<file path="config.mk">
export PLATFORM = sky130hd
export DESIGN_NAME = midpoint_ellipse_stepper
export DESIGN_NICKNAME = d
export VERILOG_FILES = /design/src/rtl/mes_pkg.sv /design/src/rtl/mes_regs.sv /design/src/rtl/mes_ctrl.sv /design/src/rtl/mes_dp.sv /design/src/rtl/midpoint_ellipse_stepper.sv
export VERILOG_INCLUDE_DIRS = /design/src /design/src/rtl
export SDC_FILE = /design/constraint.sdc
export NUM_CORES = 2
export LEC_CHECK = 0
export BUFFER_PORTS_ARGS = -buffer_cell sky130_fd_sc_hd__clkbuf_2
export CAP_MARGIN = 15
export CORE_UTILIZATION = 40
export DETAILED_ROUTE_END_ITERATION = 10
export SLEW_MARGIN = 20
export SYNTH_ARGS = -nofsm -noshare
export SYNTH_HDL_FRONTEND = slang
export SYNTH_HIERARCHICAL = 1
export SYNTH_SLANG_ARGS = --single-unit
</file>
<file path="constraint.sdc">
create_clock -name clk -period 13.93 [get_ports clk]
set_input_delay 2.786 -clock clk [delete_from_list [all_inputs] [get_ports clk]]
set_output_delay 2.786 -clock clk [all_outputs]
set_load 0.1 [all_outputs]
</file>
<file path="src/rtl/midpoint_ellipse_stepper_assert.svh">
// ----------------------------------------------------------------------------
// Midpoint ellipse stepper assertion macros
// Concurrent assertion wrappers, compiled out when NO_ASSERTIONS is defined.
// ----------------------------------------------------------------------------
`ifndef MIDPOINT_ELLIPSE_STEPPER_ASSERT_SVH
`define MIDPOINT_ELLIPSE_STEPPER_ASSERT_SVH

`ifndef NO_ASSERTIONS

// same-cycle implication
`define MES_ASSERT(lbl, clk, rst, ante, cons) \
  lbl: assert property (@(posedge clk) disable iff (rst) (ante) |-> (cons)) \
    else $error("midpoint_ellipse_stepper: assertion failed");

// next-cycle implication
`define MES_ASSERT_NEXT(lbl, clk, rst, ante, cons) \
  lbl: assert property (@(posedge clk) disable iff (rst) (ante) |=> (cons)) \
    else $error("midpoint_ellipse_stepper: assertion failed");

`else

`define MES_ASSERT(lbl, clk, rst, ante, cons)
`define MES_ASSERT_NEXT(lbl, clk, rst, ante, cons)

`endif

`endif

</file>
<file path="src/rtl/mes_pkg.sv">
// ----------------------------------------------------------------------------
// mes_pkg
// Shared widths, register indexes, command codes and types of the stepper.
// ----------------------------------------------------------------------------
`default_nettype none

package mes_pkg;

  localparam int COORD_WIDTH_DEF = 10;

  localparam int CFG_W = 10;
  localparam int RAD_W = 9;
  localparam int PT_W  = 12;
  localparam int X_W   = 10;
  localparam int Y_W   = 11;
  localparam int D_W   = 42;
  localparam int SQ_W  = 2 * RAD_W;
  localparam int T_W   = 22;
  localparam int MA_W  = 23;
  localparam int MB_W  = SQ_W + 1;
  localparam int IDX_W = 2;

  typedef enum logic [IDX_W-1:0] {
    CFG_CENTER_X = 2'd0,
    CFG_CENTER_Y = 2'd1,
    CFG_RADIUS_X = 2'd2,
    CFG_RADIUS_Y = 2'd3
  } cfg_reg_t;

  typedef enum logic [3:0] {
    MUL_NONE,
    MUL_SQ_X,
    MUL_SQ_Y,
    MUL_PROD_X,
    MUL_PROD_Y,
    MUL_TX_SQ,
    MUL_T_RY2,
    MUL_TY_SQ,
    MUL_T_RX2,
    MUL_RX2_RY2,
    MUL_RX2_RY
  } mul_op_t;

  typedef enum logic [2:0] {
    ACC_NONE,
    ACC_START,
    ACC_LOAD,
    ACC_ADD4,
    ACC_SUB4,
    ACC_UPD1,
    ACC_UPD2
  } acc_op_t;

  typedef enum logic [4:0] {
    ST_IDLE,
    ST_SQ_X,
    ST_SQ_Y,
    ST_INIT_MUL,
    ST_INIT_SET,
    ST_PROD_X,
    ST_PROD_Y,
    ST_DECIDE,
    ST_ENT1,
    ST_ENT2,
    ST_ENT3,
    ST_ENT4,
    ST_ENT5,
    ST_ENT6,
    ST_EMIT,
    ST_EMIT_ZERO,
    ST_UPD1,
    ST_UPD2
  } state_t;

  typedef struct packed {
    mul_op_t mul_op;
    acc_op_t acc_op;
    logic    emit;
    logic    emit_zero;
  } dp_cmd_t;

  typedef struct packed {
    logic active;
    logic region2;
    logic lt;
    logic out_busy;
  } dp_stat_t;

endpackage

`default_nettype wire

</file>
<file path="src/rtl/mes_regs.sv">
// ----------------------------------------------------------------------------
// mes_regs
// Configuration register file: ellipse center and radii.
// ----------------------------------------------------------------------------
`default_nettype none

module mes_regs
  import mes_pkg::*;
(
  input  wire logic             clk,
  input  wire logic             rst,
  input  wire logic             cfg_valid,
  output logic                  cfg_ready,
  input  wire logic [IDX_W-1:0] cfg_index,
  input  wire logic [CFG_W-1:0] cfg_data,
  output logic      [CFG_W-1:0] center_x,
  output logic      [CFG_W-1:0] center_y,
  output logic      [RAD_W-1:0] radius_x,
  output logic      [RAD_W-1:0] radius_y
);

  assign cfg_ready = 1'b1;

  always_ff @(posedge clk) begin
    if (rst) begin
      center_x <= '0;
      center_y <= '0;
      radius_x <= RAD_W'(1);
      radius_y <= RAD_W'(1);
    end else if (cfg_valid && cfg_ready) begin
      unique case (cfg_reg_t'(cfg_index))
        CFG_CENTER_X: center_x <= cfg_data;
        CFG_CENTER_Y: center_y <= cfg_data;
        CFG_RADIUS_X: radius_x <= cfg_data[RAD_W-1:0];
        CFG_RADIUS_Y: radius_y <= cfg_data[RAD_W-1:0];
      endcase
    end
  end

endmodule

`default_nettype wire

</file>
<file path="src/rtl/mes_ctrl.sv">
// ----------------------------------------------------------------------------
// mes_ctrl
// Sequencer: walks each item through the shared multiplier and accumulator.
// ----------------------------------------------------------------------------
`default_nettype none

module mes_ctrl
  import mes_pkg::*;
(
  input  wire logic     clk,
  input  wire logic     rst,
  input  wire logic     step_valid,
  output logic          step_ready,
  input  wire logic     start_req,
  output dp_cmd_t       cmd,
  input  wire dp_stat_t stat
);

  state_t state, state_next;
  logic   is_start, is_start_next;

  always_ff @(posedge clk) begin
    if (rst) begin
      state    <= ST_IDLE;
      is_start <= 1'b0;
    end else begin
      state    <= state_next;
      is_start <= is_start_next;
    end
  end

  always_comb begin
    state_next    = state;
    is_start_next = is_start;
    step_ready    = 1'b0;
    cmd           = '{mul_op: MUL_NONE, acc_op: ACC_NONE, emit: 1'b0, emit_zero: 1'b0};
    unique case (state)
      ST_IDLE: begin
        step_ready = 1'b1;
        if (step_valid) begin
          is_start_next = start_req;
          if (start_req || stat.active) begin
            state_next = ST_SQ_X;
          end else begin
            state_next = ST_EMIT_ZERO;
          end
        end
      end
      ST_SQ_X: begin
        cmd.mul_op = MUL_SQ_X;
        state_next = ST_SQ_Y;
      end
      ST_SQ_Y: begin
        cmd.mul_op = MUL_SQ_Y;
        state_next = is_start ? ST_INIT_MUL : ST_PROD_X;
      end
      ST_INIT_MUL: begin
        cmd.mul_op = MUL_RX2_RY;
        state_next = ST_INIT_SET;
      end
      ST_INIT_SET: begin
        cmd.acc_op = ACC_START;
        state_next = ST_EMIT_ZERO;
      end
      ST_PROD_X: begin
        cmd.mul_op = MUL_PROD_X;
        state_next = ST_PROD_Y;
      end
      ST_PROD_Y: begin
        cmd.mul_op = MUL_PROD_Y;
        state_next = ST_DECIDE;
      end
      ST_DECIDE: begin
        if (!stat.region2 && !stat.lt) begin
          state_next = ST_ENT1;
        end else begin
          state_next = ST_EMIT;
        end
      end
      ST_ENT1: begin
        cmd.mul_op = MUL_TX_SQ;
        state_next = ST_ENT2;
      end
      ST_ENT2: begin
        cmd.mul_op = MUL_T_RY2;
        state_next = ST_ENT3;
      end
      ST_ENT3: begin
        cmd.acc_op = ACC_LOAD;
        cmd.mul_op = MUL_TY_SQ;
        state_next = ST_ENT4;
      end
      ST_ENT4: begin
        cmd.mul_op = MUL_T_RX2;
        state_next = ST_ENT5;
      end
      ST_ENT5: begin
        cmd.acc_op = ACC_ADD4;
        cmd.mul_op = MUL_RX2_RY2;
        state_next = ST_ENT6;
      end
      ST_ENT6: begin
        cmd.acc_op = ACC_SUB4;
        state_next = ST_EMIT;
      end
      ST_EMIT: begin
        if (!stat.out_busy) begin
          cmd.emit   = 1'b1;
          state_next = ST_UPD1;
        end
      end
      ST_EMIT_ZERO: begin
        if (!stat.out_busy) begin
          cmd.emit      = 1'b1;
          cmd.emit_zero = 1'b1;
          state_next    = ST_IDLE;
        end
      end
      ST_UPD1: begin
        cmd.acc_op = ACC_UPD1;
        state_next = ST_UPD2;
      end
      ST_UPD2: begin
        cmd.acc_op = ACC_UPD2;
        state_next = ST_IDLE;
      end
      default: begin
        state_next = ST_IDLE;
      end
    endcase
  end

endmodule

`default_nettype wire

</file>
<file path="src/rtl/mes_dp.sv">
// ----------------------------------------------------------------------------
// mes_dp
// Datapath: walk state, shared multiplier, decision accumulator, result
// register.
// ----------------------------------------------------------------------------
`default_nettype none

module mes_dp
  import mes_pkg::*;
#(
  parameter int COORD_WIDTH = COORD_WIDTH_DEF
) (
  input  wire logic                   clk,
  input  wire logic                   rst,
  input  wire dp_cmd_t                cmd,
  output dp_stat_t                    stat,
  input  wire logic       [CFG_W-1:0] center_x,
  input  wire logic       [CFG_W-1:0] center_y,
  input  wire logic       [RAD_W-1:0] radius_x,
  input  wire logic       [RAD_W-1:0] radius_y,
  output logic                        res_valid,
  input  wire logic                   res_ready,
  output logic signed     [PT_W-1:0]  pt0_x,
  output logic signed     [PT_W-1:0]  pt0_y,
  output logic signed     [PT_W-1:0]  pt1_x,
  output logic signed     [PT_W-1:0]  pt1_y,
  output logic signed     [PT_W-1:0]  pt2_x,
  output logic signed     [PT_W-1:0]  pt2_y,
  output logic signed     [PT_W-1:0]  pt3_x,
  output logic signed     [PT_W-1:0]  pt3_y,
  output logic                        points_valid,
  output logic                        final_res
);

  localparam logic [PT_W-1:0] CMASK = PT_W'((1 << COORD_WIDTH) - 1);

  logic        [SQ_W-1:0] rx2, ry2;
  logic        [T_W-1:0]  t;
  logic signed [D_W-1:0]  p1, p2, prod, d;
  logic        [X_W-1:0]  x;
  logic signed [Y_W-1:0]  y;
  logic                   region2, active, turn, fin;

  logic        [X_W:0]    tx;
  logic signed [Y_W:0]    ty;
  logic signed [MA_W-1:0] mul_a;
  logic signed [MB_W-1:0] mul_b;
  logic signed [D_W-1:0]  mul_p;
  logic signed [D_W-1:0]  rx2_e, ry2_e;
  logic        [PT_W-1:0] cx, cy, xe, ye;
  logic                   fin_now;

  assign tx    = {x, 1'b1};
  assign ty    = (Y_W+1)'(y) - (Y_W+1)'(1);
  assign rx2_e = D_W'(rx2);
  assign ry2_e = D_W'(ry2);

  always_comb begin
    unique case (cmd.mul_op)
      MUL_SQ_X: begin
        mul_a = MA_W'(radius_x);
        mul_b = MB_W'(radius_x);
      end
      MUL_SQ_Y: begin
        mul_a = MA_W'(radius_y);
        mul_b = MB_W'(radius_y);
      end
      MUL_PROD_X: begin
        mul_a = MA_W'(x);
        mul_b = MB_W'(ry2);
      end
      MUL_PROD_Y: begin
        mul_a = MA_W'(y);
        mul_b = MB_W'(rx2);
      end
      MUL_TX_SQ: begin
        mul_a = MA_W'(tx);
        mul_b = MB_W'(tx);
      end
      MUL_T_RY2: begin
        mul_a = MA_W'(t);
        mul_b = MB_W'(ry2);
      end
      MUL_TY_SQ: begin
        mul_a = MA_W'(ty);
        mul_b = MB_W'(ty);
      end
      MUL_T_RX2: begin
        mul_a = MA_W'(t);
        mul_b = MB_W'(rx2);
      end
      MUL_RX2_RY2: begin
        mul_a = MA_W'(rx2);
        mul_b = MB_W'(ry2);
      end
      MUL_RX2_RY: begin
        mul_a = MA_W'(rx2);
        mul_b = MB_W'(radius_y);
      end
      default: begin
        mul_a = '0;
        mul_b = '0;
      end
    endcase
  end

  assign mul_p = mul_a * mul_b;

  always_ff @(posedge clk) begin
    unique case (cmd.mul_op)
      MUL_SQ_X:                          rx2  <= mul_p[SQ_W-1:0];
      MUL_SQ_Y:                          ry2  <= mul_p[SQ_W-1:0];
      MUL_PROD_X:                        p1   <= mul_p;
      MUL_PROD_Y:                        p2   <= mul_p;
      MUL_TX_SQ, MUL_TY_SQ:              t    <= mul_p[T_W-1:0];
      MUL_T_RY2, MUL_T_RX2,
      MUL_RX2_RY2, MUL_RX2_RY:           prod <= mul_p;
      default: ;
    endcase
  end

  assign fin_now = region2 && (y[Y_W-1] || (y == '0));

  // decision value and walk position
  always_ff @(posedge clk) begin
    unique case (cmd.acc_op)
      ACC_START: begin
        d <= (ry2_e <<< 2) + rx2_e - (prod <<< 2);
        x <= '0;
        y <= Y_W'(radius_y);
      end
      ACC_LOAD: d <= prod;
      ACC_ADD4: d <= d + (prod <<< 2);
      ACC_SUB4: d <= d - (prod <<< 2);
      ACC_UPD1: begin
        if (!region2) begin
          turn <= !d[D_W-1];
          d    <= d + (p1 <<< 3) + (ry2_e <<< 3) + (ry2_e <<< 2);
          x    <= x + X_W'(1);
        end else begin
          turn <= d[D_W-1] || (d == '0);
          d    <= d - (p2 <<< 3) + (rx2_e <<< 3) + (rx2_e <<< 2);
          y    <= y - Y_W'(1);
        end
      end
      ACC_UPD2: begin
        if (turn) begin
          if (!region2) begin
            d <= d - (p2 <<< 3) + (rx2_e <<< 3);
            y <= y - Y_W'(1);
          end else begin
            d <= d + (p1 <<< 3) + (ry2_e <<< 3);
            x <= x + X_W'(1);
          end
        end
      end
      default: ;
    endcase
  end

  always_ff @(posedge clk) begin
    if (rst) begin
      region2 <= 1'b0;
      active  <= 1'b0;
    end else begin
      if (cmd.acc_op == ACC_START) begin
        region2 <= 1'b0;
        active  <= 1'b1;
      end else if (cmd.acc_op == ACC_SUB4) begin
        region2 <= 1'b1;
      end else if (cmd.acc_op == ACC_UPD2 && fin) begin
        active  <= 1'b0;
      end
    end
  end

  assign cx = {{(PT_W-CFG_W){1'b0}}, center_x} & CMASK;
  assign cy = {{(PT_W-CFG_W){1'b0}}, center_y} & CMASK;
  assign xe = PT_W'(x);
  assign ye = PT_W'(y);

  always_ff @(posedge clk) begin
    if (rst) begin
      res_valid <= 1'b0;
    end else if (cmd.emit) begin
      res_valid <= 1'b1;
    end else if (res_ready) begin
      res_valid <= 1'b0;
    end
  end

  // result payload
  always_ff @(posedge clk) begin
    if (cmd.emit) begin
      if (cmd.emit_zero) begin
        pt0_x        <= '0;
        pt0_y        <= '0;
        pt1_x        <= '0;
        pt1_y        <= '0;
        pt2_x        <= '0;
        pt2_y        <= '0;
        pt3_x        <= '0;
        pt3_y        <= '0;
        points_valid <= 1'b0;
        final_res    <= 1'b0;
      end else begin
        pt0_x        <= cx + xe;
        pt0_y        <= cy - ye;
        pt1_x        <= cx - xe;
        pt1_y        <= cy + ye;
        pt2_x        <= cx + xe;
        pt2_y        <= cy + ye;
        pt3_x        <= cx - xe;
        pt3_y        <= cy - ye;
        points_valid <= 1'b1;
        final_res    <= fin_now;
        fin          <= fin_now;
      end
    end
  end

  assign stat.active   = active;
  assign stat.region2  = region2;
  assign stat.lt       = p1 < p2;
  assign stat.out_busy = res_valid && !res_ready;

endmodule

`default_nettype wire

</file>
<file path="src/rtl/midpoint_ellipse_stepper.sv">
// ----------------------------------------------------------------------------
// midpoint_ellipse_stepper
// Midpoint ellipse rasterizer: one quadrant walk, four mirrored points a step.
// ----------------------------------------------------------------------------
//
//  channel  handshake              payload
//  -------  ---------------------  --------------------------------------------
//  cfg      cfg_valid/cfg_ready    cfg_index, cfg_data
//  step     step_valid/step_ready  start_req
//  res      res_valid/res_ready    pt0..pt3 x/y, points_valid, final_res
//
//  A start item squares the radii and emits zeros; a step item emits points
//  and updates the walk, or emits zeros with no walk in progress. All products
//  go through one shared 23x19 multiplier, one per cycle.
//  Reset: synchronous, clears the walk; radii reset to 1, centers to 0.
//  A waiting result holds in the output register; the next item is taken
//  while it waits and stalls only when its own result is ready to load.
//
`default_nettype none

`include "midpoint_ellipse_stepper_assert.svh"

module midpoint_ellipse_stepper
  import mes_pkg::*;
#(
  parameter int COORD_WIDTH = COORD_WIDTH_DEF
) (
  input  wire logic                   clk,
  input  wire logic                   rst,
  input  wire logic                   cfg_valid,
  output logic                        cfg_ready,
  input  wire logic       [IDX_W-1:0] cfg_index,
  input  wire logic       [CFG_W-1:0] cfg_data,
  input  wire logic                   step_valid,
  output logic                        step_ready,
  input  wire logic                   start_req,
  output logic                        res_valid,
  input  wire logic                   res_ready,
  output logic signed     [PT_W-1:0]  pt0_x,
  output logic signed     [PT_W-1:0]  pt0_y,
  output logic signed     [PT_W-1:0]  pt1_x,
  output logic signed     [PT_W-1:0]  pt1_y,
  output logic signed     [PT_W-1:0]  pt2_x,
  output logic signed     [PT_W-1:0]  pt2_y,
  output logic signed     [PT_W-1:0]  pt3_x,
  output logic signed     [PT_W-1:0]  pt3_y,
  output logic                        points_valid,
  output logic                        final_res
);

  logic [CFG_W-1:0] center_x, center_y;
  logic [RAD_W-1:0] radius_x, radius_y;
  dp_cmd_t          cmd;
  dp_stat_t         stat;

  mes_regs u_regs (
    .clk       (clk),
    .rst       (rst),
    .cfg_valid (cfg_valid),
    .cfg_ready (cfg_ready),
    .cfg_index (cfg_index),
    .cfg_data  (cfg_data),
    .center_x  (center_x),
    .center_y  (center_y),
    .radius_x  (radius_x),
    .radius_y  (radius_y)
  );

  mes_ctrl u_ctrl (
    .clk        (clk),
    .rst        (rst),
    .step_valid (step_valid),
    .step_ready (step_ready),
    .start_req  (start_req),
    .cmd        (cmd),
    .stat       (stat)
  );

  mes_dp #(
    .COORD_WIDTH (COORD_WIDTH)
  ) u_dp (
    .clk          (clk),
    .rst          (rst),
    .cmd          (cmd),
    .stat         (stat),
    .center_x     (center_x),
    .center_y     (center_y),
    .radius_x     (radius_x),
    .radius_y     (radius_y),
    .res_valid    (res_valid),
    .res_ready    (res_ready),
    .pt0_x        (pt0_x),
    .pt0_y        (pt0_y),
    .pt1_x        (pt1_x),
    .pt1_y        (pt1_y),
    .pt2_x        (pt2_x),
    .pt2_y        (pt2_y),
    .pt3_x        (pt3_x),
    .pt3_y        (pt3_y),
    .points_valid (points_valid),
    .final_res    (final_res)
  );

  `MES_ASSERT_NEXT(a_accept_blocks, clk, rst, step_valid && step_ready, !step_ready)
  `MES_ASSERT(a_final_plots, clk, rst, res_valid && final_res, points_valid)
  `MES_ASSERT(a_idle_zero, clk, rst, res_valid && !points_valid, pt0_x == '0 && pt3_y == '0 && !final_res)

endmodule

`default_nettype wire

</file>
After elaboration in Yosys (flattened, before gate mapping)
Cells that the tools add are included.

Add/subtract/negate cells: 17. $mul: 1. Order comparisons: 1. Equality and inequality tests: 45. Mux-type cells: 35. Bitwise operators: 1. Reduce and logical (&&, ||, !) cells: 38.

Operator list (count): 42-bit one-hot mux with 6 select lines (1); 23-bit one-hot mux with 8 select lines (1); 42-bit two-way mux (3); 42-bit subtractor (3); 19-bit one-hot mux with 6 select lines (1); 5-bit one-hot mux with 17 select lines (1); 42-bit by 21-bit adder with 42-bit output (2); 42-bit by 22-bit adder with 42-bit output (2); 42-bit adder (2); 42-bit logical NOT (1); 42-bit less-than comparator (1); 23-bit by 19-bit multiplier with 42-bit output (1); 5-bit by 4-bit equality test with 1-bit output (second input constant) (8); 4-bit one-hot mux with 10 select lines (1); 11-bit two-way mux (3); 11-bit one-hot mux with 3 select lines (1); 10-bit two-way mux (3); 10-bit one-hot mux with 3 select lines (1); 20-bit by 18-bit adder with 21-bit output (1); 5-bit by 3-bit equality test with 1-bit output (second input constant) (4); 3-bit one-hot mux with 6 select lines (1); 4-bit by 3-bit equality test with 1-bit output (second input constant) (4); 2-bit AND reduction (8); 5-bit two-way mux (3); 40 further kinds (81).

Flip-flop bits (word level): 346. Bits of input ports: 18. Output and inout port bits: 101. Logic and storage cells: 164.

Longest topological paths before layout
Depth after elaboration: 7. Depth in mapped cells: 42. Depth with buffers taken out: 38.

Hierarchy
The synthesis kept the hierarchy.

By module, submodules not included: mes_dp (times used 1, cells an instance 4859, area each 43616.8 µm²); mes_regs (times used 1, cells an instance 142, area each 1546.5 µm²); mes_ctrl (times used 1, cells an instance 93, area each 606.8 µm²).

Worst setup path before layout
No wires, ideal clock.

Path kind: reg-to-reg. Start point: reg u_ctrl.state[3]. End point: reg u_dp.p1[39], data pin. Setup time: 0.269 ns. Data arrival time: 10.642 ns. Path slack: 3.019 ns. Cell stages (with the launch flop): 37. Cells stage by stage: dfxtp_1 -> clkbuf_1 -> buf_2 -> nor2b_1 -> a21oi_1 -> nor2_1 -> nand2b_1 -> nor3_1 -> a21oi_1 -> nand2_1 -> clkbuf_1 -> nand2_1 -> fa_1 -> inv_1 -> fa_1 -> inv_1 -> fa_1 -> inv_1 -> fa_1 -> fa_1 -> fa_1 -> inv_1 -> fa_1 -> inv_1 -> ha_1 -> a21o_1 -> a21o_1 -> a21o_1 -> a41o_1 -> or3_1 -> o2111ai_1 -> or3_1 -> nand3_1 -> o31a_1 -> a2111oi_0 -> o21bai_1 -> xor2_1.

RTL lines: from (decl) (RTL line mes_ctrl.sv:19) `state_t state, state_next;`; from (signal assigned) (RTL line mes_ctrl.sv:27) `state <= state_next;`; to (signal assigned) (RTL line mes_dp.sv:113) `MUL_PROD_X: p1 <= mul_p;`; to (decl) (RTL line mes_dp.sv:39) `logic signed [D_W-1:0] p1, p2, prod, d;`.

==> results_dict.tcl <==
set metrics [dict create \
    cts.repair.resized 0 \
    die_w_um 340.3 \
    antenna_violating_nets_post_route 0 \
    initial_core_util_pct 40.52 \
    die_y_um 340.3 \
    worst_hold_path_type "reg2reg" \
    drv_cap 0 \
    synthesized_netlist_cell_count 5094 \
    vias 37520 \
    drt_pre_antenna_iters 9 \
    post-route-min-period_ns 12.61 \
    synthesis.area_per_instance_um2 8.985 \
    hpwlAfterDp_mm 118.2 \
    slowest_delay_ns 1.14 \
    synth_sequential_area_ratio_pct 21.41 \
    synth.top_cell.area_share_pct 21.13 \
    wl_per_cell_um 22.12 \
    grt_max_degree 59 \
    synth_edf_count 295 \
    ys_ff_latch 342 \
    synth_largest_area_cell "sky130_fd_sc_hd__fa_1" \
    synthDistinctLibCells 90 \
    cp-start-kind "flip-flop" \
    cts.root.buffer_cell "sky130_fd_sc_hd__clkbuf_16" \
    critical_path_arrival_ns 12.90 \
    worst_setup_hold_path_clk_slew_ns 0.06 \
    post_synth_instance_area_mm2 0.04577 \
    ctsHoldBuffers 0 \
    crit_path_max_fanout 27 \
    design.die.area_mm2 0.1158 \
    dr.first_iter.drc_count 3710 \
    synth-async-reset-ratio_pct 0 \
    maximum_operating_frequency_mhz 79.32 \
    grt_pass1_wl_mm 222.7 \
    nFillCells 11120 \
    tritoncts "built" \
    drive_gt1_share_pct 6.089 \
    rsz0062_at_grt "false" \
    io_pins 119 \
    port-buffer-count 115 \
    place_congestion 0.9863 \
    layout_worst_path_cycle_share_pct 90.50 \
    cpMaxStageDelayCell "sky130_fd_sc_hd__a221oi_1" \
    setup_viol_count_final 0 \
    timing_worst_setup_path_type "reg2reg" \
    final.setup.tns_ns 0 \
    cp_common_cell "sky130_fd_sc_hd__fa_1" \
    worst_slew_margin_rel_pct 17.94 \
    area_growth_pct 7.362 \
    clock_path_buffers 3 \
    layout.nets 6026 \
    drc 0 \
    most_common_cell_after_layout_fill_and_taps_aside "sky130_fd_sc_hd__inv_1" \
    outcome "finished clean" \
    actual_slew_at_the_worst_max_slew_pin_ns 1.226 \
    placement_rows 123 \
    number_of_buffers_inserted_during_clock_tree_synthesis 40 \
    track_usage_pct 25.09 \
    htreeDepth 2 \
    route.detailed.vias_per_inst 5.663 \
    grt_antenna_before_repair 3 \
    crit_path_end_kind "flip-flop" \
    layout.cells.most_common_list "sky130_fd_sc_hd__inv_1, sky130_fd_sc_hd__fa_1, sky130_fd_sc_hd__nor2_1, sky130_fd_sc_hd__nand2_1, sky130_fd_sc_hd__ha_1" \
    worst_clk_skew_ns 0.06352 \
    yosys_most_used_dff "sky130_fd_sc_hd__edfxtp_1" \
    grt_remaining_overflow 0 \
    worstSkewPairLatency_ns 0.61 \
    ys.warnings.count 6 \
    slew_viol_final 0 \
    area_of_the_core_mm2 0.1130 \
    routed_wl_mm 146.5 \
    tritoncts_num_sinks 342 \
    synth_area_leaders "sky130_fd_sc_hd__fa_1, sky130_fd_sc_hd__edfxtp_1, sky130_fd_sc_hd__ha_1" \
    hold_violations 0 \
    cts.repair_timing.setup_buffer_count 0 \
    crit_required_ns 14.22 \
    first_global_vias 37400 \
]
==> metal layers <==
layer / track usage (%) / vias to the layer above / share of wire (%)
li1: - / 17280 / -
met1: 36.94 / 18380 / 45
met2: 37.61 / 1620 / 42
met3: 3.871 / 236 / 9.5
met4: 7.698 / 2 / 3.2
met5: 0 / - / 0.0089
==> registers in the layout, summed over array words and instances, names as in the netlist, 11 cells and up <==
signal / cells
u_dp/p2: 42
u_dp/prod: 42
u_dp/y: 11
u_dp/t: 22
u_dp/pt2_x: 11
u_dp/rx2: 18
u_dp/pt2_y: 12
u_dp/p1: 42
u_dp/ry2: 18
u_dp/d: 42
u_dp/pt3_y: 11
==> final timing paths <==
check | to | cells past startpoint | slack [ns] | from
setup / recovery | u_dp/prod[39]$_DFFE_PP_ | 36 | 1.32 | u_ctrl/state[2]$_SDFFE_PP0P_
hold reg to reg | u_regs/center_y[2]$_SDFFE_PP0P_ | 2 | 0.50 | u_regs/center_y[2]$_SDFFE_PP0P_
setup reg to reg | u_dp/prod[39]$_DFFE_PP_ | 36 | 1.32 | u_ctrl/state[2]$_SDFFE_PP0P_
hold / removal | u_regs/center_y[2]$_SDFFE_PP0P_ | 2 | 0.50 | u_regs/center_y[2]$_SDFFE_PP0P_
==> synthesized netlist by cell type, types with 22 or more instances <==
cell                       number
sky130_fd_sc_hd__a211oi_1      37
sky130_fd_sc_hd__o21a_1        31
sky130_fd_sc_hd__inv_1        691
sky130_fd_sc_hd__mux2i_1       48
sky130_fd_sc_hd__o21ai_0      195
sky130_fd_sc_hd__o211ai_1      29
sky130_fd_sc_hd__fa_1         483
sky130_fd_sc_hd__o21bai_1      39
sky130_fd_sc_hd__edfxtp_1     295
sky130_fd_sc_hd__ha_1         432
sky130_fd_sc_hd__xnor2_1      241
sky130_fd_sc_hd__a21oi_1      327
sky130_fd_sc_hd__nand2b_1     102
sky130_fd_sc_hd__a222oi_1      22
sky130_fd_sc_hd__nor3_1        63
sky130_fd_sc_hd__a22oi_1       32
sky130_fd_sc_hd__and2_1        35
sky130_fd_sc_hd__nand3_1       70
sky130_fd_sc_hd__a21o_1        98
sky130_fd_sc_hd__clkbuf_1     162
sky130_fd_sc_hd__or3_1         26
sky130_fd_sc_hd__nand4_1       38
sky130_fd_sc_hd__nor2_1       473
sky130_fd_sc_hd__nor2b_1       50
sky130_fd_sc_hd__nand2_1      468
sky130_fd_sc_hd__a31oi_1       26
sky130_fd_sc_hd__nor4_1        28
sky130_fd_sc_hd__xor2_1       100
sky130_fd_sc_hd__buf_4         55
sky130_fd_sc_hd__dfxtp_1       47
sky130_fd_sc_hd__a221o_1       29
sky130_fd_sc_hd__a221oi_1      40
==> worst max-delay path, delay by kind of cell (launching register included) <==
kind / cells / cell delay (ns)
AOI/OAI and AO/OA: 11 / 3.73
xor gates and xnor gates: 1 / 0.17
adders and majority gates: 8 / 3.90
buffers and inverters: 7 / 0.95
DFF: 1 / 0.67
and+or+nand+nor: 9 / 2.86
==> metrics by stage <==
stage | std cells | hold slack [ns] | utilization [%] | setup WS, ns | area (um2)
CTS | 6622 | 0.5032 | 43.49 | 1.221 | 49130
finish | 6625 | 0.5006 | 43.50 | 1.324 | 49140
global placement | 6547 | 0.4833 | 42.27 | 1.562 | 47740
detailed placement | 6549 | 0.4910 | 42.28 | 1.281 | 47750
global route | 6624 | 0.5280 | 43.50 | 0.5723 | 49140
floorplan | 5105 | 0.4526 | - | 3.019 | 45810
==> cell families (layout without fill, tap and decap cells) <==
logic type,count (synthesis),after routing,share of synthesized area [%]
simple gates,1442,1442,14.46
compound gates,1067,1067,15.34
buf+inv,933,952,8.168
fa+ha+maj,915,915,32.94
xor+xnor,342,342,6.561
flops,342,342,21.41
mux,50,50,1.099
other cells,3,15,0.02460
==> cell type report <==
type                       instances  area [um2]  share of cell area, %
clock buffer                      51        1159                  2.358
antenna                            1       2.502               0.005092
sequential                       342        9801                  19.94
tap                             1500        1877                  3.819
inverter                         692        2597                  5.286
multi-input combinational       3830       32380                  65.90
clock inverter                    22       212.7                 0.4329
timing repair buffer             187        1106                  2.251
Power is left out: the tool's default activity adds up to more than one toggle a clock period on the data nets, which glitch-free logic cannot reach.
